File: src/rtl/mssa_pkg.sv
// ----------------------------------------------------------------------------
// Motion state package
// Mode codes, register indexes and the result types shared by the block.
// ----------------------------------------------------------------------------
package mssa_pkg;

  typedef enum logic [1:0] {
    MODE_MOVE = 2'd0,
    MODE_STOP = 2'd1,
    MODE_PARK = 2'd2
  } mode_t;

  localparam logic [1:0] CFG_MIN_SPEED = 2'd0;
  localparam logic [1:0] CFG_STOP_MS   = 2'd1;
  localparam logic [1:0] CFG_PARK_MS   = 2'd2;

  localparam int SPEED_W = 16;
  localparam int TIME_W  = 32;

  localparam int RQ_DEPTH = 4;
  localparam int RQ_PTR_W = 2;
  localparam int RQ_CNT_W = 3;

  typedef struct packed {
    mode_t state;
    logic  last;
  } res_t;

  typedef struct packed {
    logic [1:0] cnt;
    res_t       r0;
    res_t       r1;
  } push_t;

endpackage

File: src/rtl/mssa_rq.sv
// ----------------------------------------------------------------------------
// Result queue
// Small queue that takes up to two results per cycle while it signals room and returns one while the reader is ready.
// ----------------------------------------------------------------------------
module mssa_rq
  import mssa_pkg::*;
(
  input  logic  clk,
  input  logic  rst_n,
  input  push_t push,
  output logic  room,
  output logic  out_valid,
  input  logic  out_ready,
  output res_t  out_res
);

  res_t                mem_r [RQ_DEPTH];
  logic [RQ_PTR_W-1:0] wr_r;
  logic [RQ_PTR_W-1:0] rd_r;
  logic [RQ_CNT_W-1:0] count_r;
  logic [RQ_CNT_W-1:0] count_nxt;
  logic                pop;

  always_comb begin
    out_valid = (count_r != '0);
    out_res   = mem_r[rd_r];
    pop       = out_valid && out_ready;
    room      = (count_r <= RQ_CNT_W'(RQ_DEPTH - 2)) ||
                ((count_r == RQ_CNT_W'(RQ_DEPTH - 1)) && pop);
    count_nxt = count_r + RQ_CNT_W'(push.cnt) - RQ_CNT_W'(pop);
  end

  always_ff @(posedge clk) begin
    if (!rst_n) begin
      wr_r    <= '0;
      rd_r    <= '0;
      count_r <= '0;
    end else begin
      wr_r    <= wr_r + RQ_PTR_W'(push.cnt);
      rd_r    <= rd_r + RQ_PTR_W'(pop);
      count_r <= count_nxt;
    end
  end

  always_ff @(posedge clk) begin
    if (push.cnt != 2'd0) begin
      mem_r[wr_r] <= push.r0;
    end
    if (push.cnt == 2'd2) begin
      mem_r[wr_r + RQ_PTR_W'(1)] <= push.r1;
    end
  end

endmodule

File: src/rtl/motion_state_from_speed_average.sv
// ----------------------------------------------------------------------------
// Motion state from speed average
// Averages speed samples over a sliding window and reports move, stop and
// park transitions from the time elapsed since the last movement.
// ----------------------------------------------------------------------------
// A result passes through the sample stage register and the four-entry result
// queue before it is offered; a full queue holds it in the sample stage.
// Samples are taken one per cycle while the queue has room; results leave one
// per cycle while out_tready is high, so the two results of a sample (park,
// then move) leave one after the other.
// Reset (synchronous, active low) clears the window, the sum, the last
// movement time, the mode (move) and the registers to their defaults.
module motion_state_from_speed_average
  import mssa_pkg::*;
#(
  parameter int WINDOW_LENGTH = 8
) (
  input  logic        clk,
  input  logic        rst_n,
  input  logic        in_tvalid,
  output logic        in_tready,
  input  logic [47:0] in_tdata,   // [15:0] speed_sample, [47:16] time_ms
  output logic        out_tvalid,
  input  logic        out_tready,
  output logic [7:0]  out_tdata,  // [1:0] motion_state, [7:2] zero
  output logic        out_tlast,
  input  logic        cfg_valid,
  output logic        cfg_ready,
  input  logic [1:0]  cfg_index,
  input  logic [31:0] cfg_data
);

  localparam int SUM_W = SPEED_W + $clog2(WINDOW_LENGTH);

  logic [SPEED_W-1:0] min_speed_r;
  logic [TIME_W-1:0]  stop_ms_r;
  logic [TIME_W-1:0]  park_ms_r;

  logic [SPEED_W-1:0] window_r [WINDOW_LENGTH];
  logic [SUM_W-1:0]   sum_r;
  logic [SUM_W-1:0]   sum_nxt;
  logic               a_valid_r;
  logic [TIME_W-1:0]  a_time_r;
  logic [TIME_W-1:0]  last_time_r;
  logic [TIME_W-1:0]  last_time_nxt;
  mode_t              mode_r;
  mode_t              mode_nxt;

  logic               in_take;
  logic               a_take;
  logic               room;
  logic               moving;
  logic [SUM_W-1:0]   limit;
  logic [TIME_W-1:0]  elapsed;
  logic               below_stop;
  logic               park_hit;
  push_t              push;
  res_t               head;

  assign cfg_ready = 1'b1;

  always_ff @(posedge clk) begin
    if (!rst_n) begin
      min_speed_r <= SPEED_W'(300);
      stop_ms_r   <= TIME_W'(10000);
      park_ms_r   <= TIME_W'(300000);
    end else if (cfg_valid) begin
      unique case (cfg_index)
        CFG_MIN_SPEED: min_speed_r <= cfg_data[SPEED_W-1:0];
        CFG_STOP_MS:   stop_ms_r   <= cfg_data;
        CFG_PARK_MS:   park_ms_r   <= cfg_data;
        default: ;
      endcase
    end
  end

  always_comb begin
    a_take    = a_valid_r && room;
    in_tready = !a_valid_r || a_take;
    in_take   = in_tvalid && in_tready;
    sum_nxt   = sum_r - SUM_W'(window_r[WINDOW_LENGTH-1]) + SUM_W'(in_tdata[15:0]);
  end

  always_ff @(posedge clk) begin
    if (!rst_n) begin
      for (int i = 0; i < WINDOW_LENGTH; i++) begin
        window_r[i] <= '0;
      end
      sum_r     <= '0;
      a_valid_r <= 1'b0;
    end else begin
      if (in_take) begin
        window_r[0] <= in_tdata[15:0];
        for (int i = 1; i < WINDOW_LENGTH; i++) begin
          window_r[i] <= window_r[i-1];
        end
        sum_r <= sum_nxt;
      end
      a_valid_r <= in_take || (a_valid_r && !a_take);
    end
  end

  always_ff @(posedge clk) begin
    if (in_take) begin
      a_time_r <= in_tdata[47:16];
    end
  end

  always_comb begin
    limit         = SUM_W'(min_speed_r) * SUM_W'(WINDOW_LENGTH);
    moving        = sum_r > limit;
    last_time_nxt = moving ? a_time_r : last_time_r;
    elapsed       = moving ? '0 : a_time_r - last_time_r;
    below_stop    = elapsed < stop_ms_r;
    park_hit      = elapsed >= park_ms_r;

    mode_nxt = mode_r;
    push     = '0;
    push.r0  = '{state: MODE_MOVE, last: 1'b1};
    push.r1  = '{state: MODE_MOVE, last: 1'b1};
    case (mode_r)
      MODE_STOP: begin
        if (park_hit && below_stop) begin
          mode_nxt = MODE_MOVE;
          push.cnt = 2'd2;
          push.r0  = '{state: MODE_PARK, last: 1'b0};
        end else if (park_hit) begin
          mode_nxt = MODE_PARK;
          push.cnt = 2'd1;
          push.r0  = '{state: MODE_PARK, last: 1'b1};
        end else if (below_stop) begin
          mode_nxt = MODE_MOVE;
          push.cnt = 2'd1;
        end
      end
      MODE_PARK: begin
        if (below_stop) begin
          mode_nxt = MODE_MOVE;
          push.cnt = 2'd1;
        end
      end
      default: begin
        if (!below_stop) begin
          mode_nxt = MODE_STOP;
          push.cnt = 2'd1;
          push.r0  = '{state: MODE_STOP, last: 1'b1};
        end
      end
    endcase
    if (!a_take) begin
      push.cnt = 2'd0;
    end
  end

  always_ff @(posedge clk) begin
    if (!rst_n) begin
      last_time_r <= '0;
      mode_r      <= MODE_MOVE;
    end else if (a_take) begin
      last_time_r <= last_time_nxt;
      mode_r      <= mode_nxt;
    end
  end

  mssa_rq u_rq (
    .clk       (clk),
    .rst_n     (rst_n),
    .push      (push),
    .room      (room),
    .out_valid (out_tvalid),
    .out_ready (out_tready),
    .out_res   (head)
  );

  assign out_tdata = {6'b0, head.state};
  assign out_tlast = head.last;

endmodule

File: config.mk
export PLATFORM = sky130hd
export DESIGN_NAME = motion_state_from_speed_average
export DESIGN_NICKNAME = d
export VERILOG_FILES = /design/src/rtl/mssa_pkg.sv /design/src/rtl/mssa_rq.sv /design/src/rtl/motion_state_from_speed_average.sv
export SDC_FILE = /design/constraint.sdc
export NUM_CORES = 1
export LEC_CHECK = 0
export ABC_CLOCK_PERIOD_IN_PS = 6600
export BUFFER_PORTS_ARGS = -buffer_cell sky130_fd_sc_hd__buf_2
export CAP_MARGIN = 20
export CORE_MARGIN = 8
export CORE_UTILIZATION = 55
export DETAILED_ROUTE_END_ITERATION = 16
export GPL_TIMING_DRIVEN = 0
export PLACE_DENSITY_LB_ADDON = 0.1
export SYNTH_ARGS = -nofsm -noshare
export SYNTH_HDL_FRONTEND = slang
export SYNTH_SLANG_ARGS = --single-unit
export TNS_END_PERCENT = 50
File: constraint.sdc
create_clock -name clk -period 6.6 [get_ports clk]
set_input_delay 0.99 -clock clk [delete_from_list [all_inputs] [get_ports clk]]
set_output_delay 0.99 -clock clk [all_outputs]
set_load 0.03 [all_outputs]
==> metrics.yaml, run 1 <==
grt_pass1_vias: 12300
yosysTopAreaCell: "edfxtp_1"
place_congestion: 0.894
synth.avg_cell_area_um2: 9.47
layout_common_cells: "nand2_1, inv_1, a21oi_1, edfxtp_1, dfxtp_1"
timing.final.ws_setup_ps: 133
placed_cell_area_mm2: 0.0175
htreeDepth: 2
ys_types: 69
post-route-util_pct: 63.8
numCtsBuffers: 36
fin_crit_sh_pct: 98.0
core_mm2: 0.0296
wl_mm: 38.7
vias: 12700
cp.required_ps: 6970
diodes: 0
via_per_inst: 5.50
period_minus_slack_ps: 6470
drt_iter0_drc: 773
antenna_left: 0
cpMostUsedCell: "nor2_1"
timing_hold_violations_final: 0
slowest_stage: "edfxtp_1"
worst_setup_path_end_kind: "flop"
cts_hold_buf: 0
grt-ovfl-total: 0
fillerInstances: 2498
pre_cts_slack_ps: -711
rsz0062_at_grt: "yes"
timing.critical_path.arrival_ps: 6830
finalMaxSlewViolations: 0
crit_type: "reg -> reg"
critPathLaunchType: "flop"
ir_drop_mv: 0.319
p_per_area_mw_per_mm2: 400
worst_path_largest_cell_delay_ps: 460
die_y_um: 189
start_util_pct: 55.7
layout_commonest_cell: "nand2_1"
numPlacedInstances: 2226
routedWlPerCell_um: 16.8
fin_skew_ps: 27.8
grt_pass1_wl_mm: 62.1
synth_edf_count: 160
synth-main-ff-cell: "edfxtp_1"
syn-instance-count: 1738
drc: 0
portBuffers: 91
dr.pass1.iters: 5
syn_area_mm2: 0.0165
grt_use_total_pct: 21.4
register_area_mm2: 0.00787
place_hpwl_mm: 29.1
drive_gt1_share_pct: 11.8
synth.area.top_cells: "edfxtp_1, dfxtp_1, ha_1"
ys_ff_latch: 313
worst_pin_slew_ps: 777
fp.dieArea_mm2: 0.0357
io_pins: 99
min-delay-path-class: "reg -> reg"
clk_latency_ps: 530
setup_viol: 0
p_leak_nw: 8.06
fp-row-count: 63
fin_cells: 2301
drv_cap: 0
status: "completed"
clk_pin_slew_ps: 60
grt_max_degree: 76
yosys_warnings: 0
synthArstFlopShare_pct: 0
antenna_found_initial: 1
synth_top_area_share_pct: 29.2
finalNetCount: 2123
fmax_mhz: 155
final_cell_area_mm2: 0.0189
clock-sinks: 313
cp_max_fo: 6
multi_input_area_mm2: 0.00769
die_x_um: 189
clock_path_buffers: 3
seq_area_frac_synth_pct: 47.8
cts-root-buf: "clkbuf_16"
syn_to_final_growth_pct: 14.6
max_slew_margin_pct: 48.2
cts_tree: "yes"
[timing repair]
item / in CTS / in global routing
cloned: 0 / 0
gates resized for setup: 18 / 24
setup buffers: 2 / 9
pin swaps: 9 / 25
setup endpoints to repair: 17 / 14
[worst paths after layout]
path	endpoint	cells past startpoint	start	slack, ps
worst max-delay path	u_rq.count_r[2]	30	a_time_r[1]	130
worst min-delay path	last_time_r[7]	2	last_time_r[7]	450
worst max register to register	u_rq.count_r[2]	30	a_time_r[1]	130
worst min register to register	last_time_r[7]	2	last_time_r[7]	450
[through the flow]
step	hold slack, ps	power [mW]	TNS [ps]
4_1_cts	454	7.39	0
5_1_grt	471	8.11	-190
6_report	452	7.55	0
3_5_place_dp	446	5.40	-5070
2_1_floorplan	432	4.69	0
3_3_place_gp	442	5.30	-9030
[registers in the layout, indices dropped and copies added, names as in the netlist]
| signal | flops |
|---|---|
| mode_r | 2 |
| sum_r | 19 |
| u_rq.mem_r | 12 |
| u_rq.count_r | 3 |
| stop_ms_r | 32 |
| min_speed_r | 16 |
| a_time_r | 32 |
| park_ms_r | 32 |
| window_r | 128 |
| a_valid_r | 1 |
| last_time_r | 32 |
| u_rq.wr_r | 2 |
| u_rq.rd_r | 2 |
[critical path, delay by kind of cell, from the launching register on]
kind	cells	cell delay (ps)
AO/OA/AOI/OAI	12	2710
flip-flops	1	460
AND/OR/NAND/NOR	8	1000
buffers and inverters	2	160
XOR/XNOR	3	460
adder cells (fa/ha/maj)	5	1510
[cell families (layout without fill, tap and decap cells)]
logic type,after synthesis,in the layout,synth area share [%]
muxes,9,9,0.791
adders and majority gates,151,151,12.3
DFF,313,313,47.8
buffers and inverters,280,448,6.59
AOI/OAI and AO/OA,351,351,13.0
and+or+nand+nor,588,588,17.1
other,2,7,0.0456
xor gates and xnor gates,44,44,2.34
[metal layers]
layer / GRT usage [%] / vias up / share of wire, %
li1: - / 6261 / -
met1: 30.5 / 6053 / 48
met2: 33.4 / 302 / 44
met3: 3.86 / 50 / 6.4
met4: 4.93 / 0 / 1.8
met5: 0 / - / 0
[cell usage after synthesis, types with 15 or more instances]
library cell,number
ha_1,133
fa_1,18
xnor2_1,28
dfxtp_1,153
o21ai_0,42
a21oi_1,175
nor2_1,80
inv_1,201
o21a_1,15
xor2_1,16
and3_1,88
nand2_1,275
edfxtp_1,160
and2_1,42
nand3_1,16
a21o_1,30
clkbuf_1,66
o211ai_1,20
[cell type report]
type / count / share of cell area [%]
inverter: 202 / 4.02
clock buffer: 48 / 5.34
clock inverter: 16 / 0.650
buffer: 78 / 1.76
timing repair buffer: 104 / 3.11
sequential: 313 / 41.7
tap: 390 / 2.59
multi-input combinational: 1150 / 40.8
[report_power, final]
part           internal (mW)  switching (mW)  total [mW]
clock network           1.12           0.794        1.91
logic                   1.38            1.85        3.23
registers               2.29           0.122        2.41
Note: power is estimated with default switching activity, not from simulation.
==> run 2, diff against run 1 <==
--- a/config.mk
+++ b/config.mk
@@ -13,6 +13,7 @@
 export DETAILED_ROUTE_END_ITERATION = 16
 export GPL_TIMING_DRIVEN = 0
 export PLACE_DENSITY_LB_ADDON = 0.1
+export RECOVER_POWER = 25
 export SYNTH_ARGS = -nofsm -noshare
 export SYNTH_HDL_FRONTEND = slang
 export SYNTH_SLANG_ARGS = --single-unit
==> metrics.yaml, run 2 (synthesis gave the netlist of run 1 again) <==
die_y_um: 189  # unchanged
layout_commonest_cell: "nand2_1"  # unchanged
fin_crit_sh_pct: 98.2  # was 98.0%
cts_tree: "yes"  # unchanged
cts-root-buf: "clkbuf_16"  # unchanged
clock-sinks: 313  # unchanged
period_minus_slack_ps: 6480  # was 6470 ps
grt-ovfl-total: 0  # unchanged
setup_viol: 0  # unchanged
pre_cts_slack_ps: -711  # unchanged
p_leak_nw: 8.03  # was 8.06 nW
fp-row-count: 63  # unchanged
cp.required_ps: 6970  # about the same
syn_to_final_growth_pct: 14.6  # about the same
routedWlPerCell_um: 16.8  # about the same
antenna_found_initial: 1  # unchanged
io_pins: 99  # unchanged
clock_path_buffers: 3  # unchanged
path_delay_family: "compound AO/OA/AOI/OAI gates"  # unchanged
largest_reg_flops: 128  # unchanged
die_x_um: 189  # unchanged
numCtsBuffers: 36  # unchanged
drc: 0  # unchanged
dr.pass1.iters: 5  # unchanged
worst_setup_path_end_kind: "flop"  # unchanged
finalMaxSlewViolations: 0  # unchanged
seqPwrFrac_pct: 31.9  # about the same
p_clk_share_pct: 25.3  # about the same
core_mm2: 0.0296  # unchanged
cp_max_fo: 6  # unchanged
worst-path-buf-inv: 2  # unchanged
worst_path_largest_cell_delay_ps: 460  # about the same
drive_gt1_share_pct: 11.6  # was 11.8%
clk_pin_slew_ps: 60  # about the same
timing_hold_violations_final: 0  # unchanged
timing.final.ws_setup_ps: 119  # was 133 ps
antenna_left: 0  # unchanged
fin_cells: 2301  # unchanged
drt_iter0_drc: 763  # was 773
timing.critical_path.arrival_ps: 6850  # was 6830 ps
grt_pass1_wl_mm: 62.1  # unchanged
worst_pin_slew_ps: 778  # was 777 ps
post-route-util_pct: 63.8  # about the same
fp.dieArea_mm2: 0.0357  # unchanged
placed_cell_area_mm2: 0.0175  # unchanged
fin_skew_ps: 27.0  # was 27.8 ps
combPwrFrac_pct: 42.7  # about the same
layout_common_cells: "nand2_1, inv_1, a21oi_1, edfxtp_1, dfxtp_1"  # unchanged
p_int_mw: 4.78  # was 4.79 mW
numPlacedInstances: 2226  # unchanged
finalNetCount: 2123  # unchanged
grt_pass1_vias: 12300  # unchanged
ir_drop_mv: 0.319  # about the same
cpMostUsedCell: "nor2_1"  # unchanged
status: "completed"  # unchanged
fin_setup_tns_ps: 0  # unchanged
max_slew_margin_pct: 48.1  # was 48.2%
fmax_mhz: 154  # was 155 MHz
place_congestion: 0.894  # unchanged
vias: 12700  # about the same
crit_type: "reg -> reg"  # unchanged
power.switching_mw: 2.77  # was 2.76 mW
wl_mm: 38.7  # about the same
final_cell_area_mm2: 0.0188  # was 0.0189 mm²
drv_cap: 0  # unchanged
power_mw: 7.55  # about the same
critPathLaunchType: "flop"  # unchanged
rsz0062_at_grt: "yes"  # unchanged
min-delay-path-class: "reg -> reg"  # unchanged
diodes: 0  # unchanged
htreeDepth: 2  # unchanged
fillerInstances: 2499  # was 2,498
start_util_pct: 55.7  # unchanged
clk_latency_ps: 520  # was 530 ps
regMostFlops: "window_r"  # unchanged
p_per_area_mw_per_mm2: 401  # was 400 mW/mm²
grt_max_degree: 76  # unchanged
portBuffers: 91  # unchanged
grt_use_total_pct: 21.4  # unchanged
hold_slack_ps: 452  # unchanged
switching_share_pct: 36.6  # about the same
via_per_inst: 5.50  # about the same
place_hpwl_mm: 29.1  # unchanged
slowest_stage: "edfxtp_1"  # unchanged
-- run 2: cell types whose count changed in the layout (fill, tap and decap cells not counted), sizes merged --
cell | previous run | this run
buf | 117 | 112
clkbuf | 113 | 118
-- run 2: path summary, 6_finish.rpt --
kind              slack (ps)               to  cells after the start           start
setup / recovery         120  u_rq.count_r[2]                     30     a_time_r[1]
hold / removal           450   last_time_r[7]                      2  last_time_r[7]
hold reg to reg          450   last_time_r[7]                      2  last_time_r[7]
setup reg to reg         120  u_rq.count_r[2]                     30     a_time_r[1]
-- run 2: power groups by stage --
stage,clock [mW],sequential [mW],combinational (mW)
floorplan,0,2.42,2.28
CTS,1.94,2.41,3.04
global route,2.02,2.43,3.65
detailed placement,0,2.45,2.95
global placement,0,2.45,2.85
finish,1.91,2.41,3.23
-- run 2: layout make-up --
cell class                      instances  area [µm²]  share of cell area, %
Inverter                              202         758                   4.02
Timing Repair Buffer                  104         582                   3.09
Clock buffer                           48        1010                   5.34
Multi-Input combinational cell       1150        7690                   40.8
Buffer                                 78         332                   1.76
Sequential cell                       313        7870                   41.7
Tap cell                              390         488                   2.59
Clock inverter                         16         123                  0.651
-- run 2: worst min-delay path: stages, from the launching register on --
cell and delay (ps):
dfxtp_1 300, nand2_1 50, a21oi_1 50
-- run 2: routing by layer --
layer	GRT usage (%)	vias to the layer above	part of all wire (%)	routed length (µm)
met5	0	-	0	0
met4	4.93	0	1.8	688
met3	3.86	52	6.7	2590
met2	33.4	306	44	17000
met1	30.5	6043	48	18500
li1	-	6263	-	-
-- run 2: repair_timing --
action | 4_1_cts | 5_1_grt
pin swaps | 9 | 25
setup endpoints to repair | 17 | 14
hold buffers | 0 | 0
buffers inserted | 2 | 9
resized for setup | 18 | 24
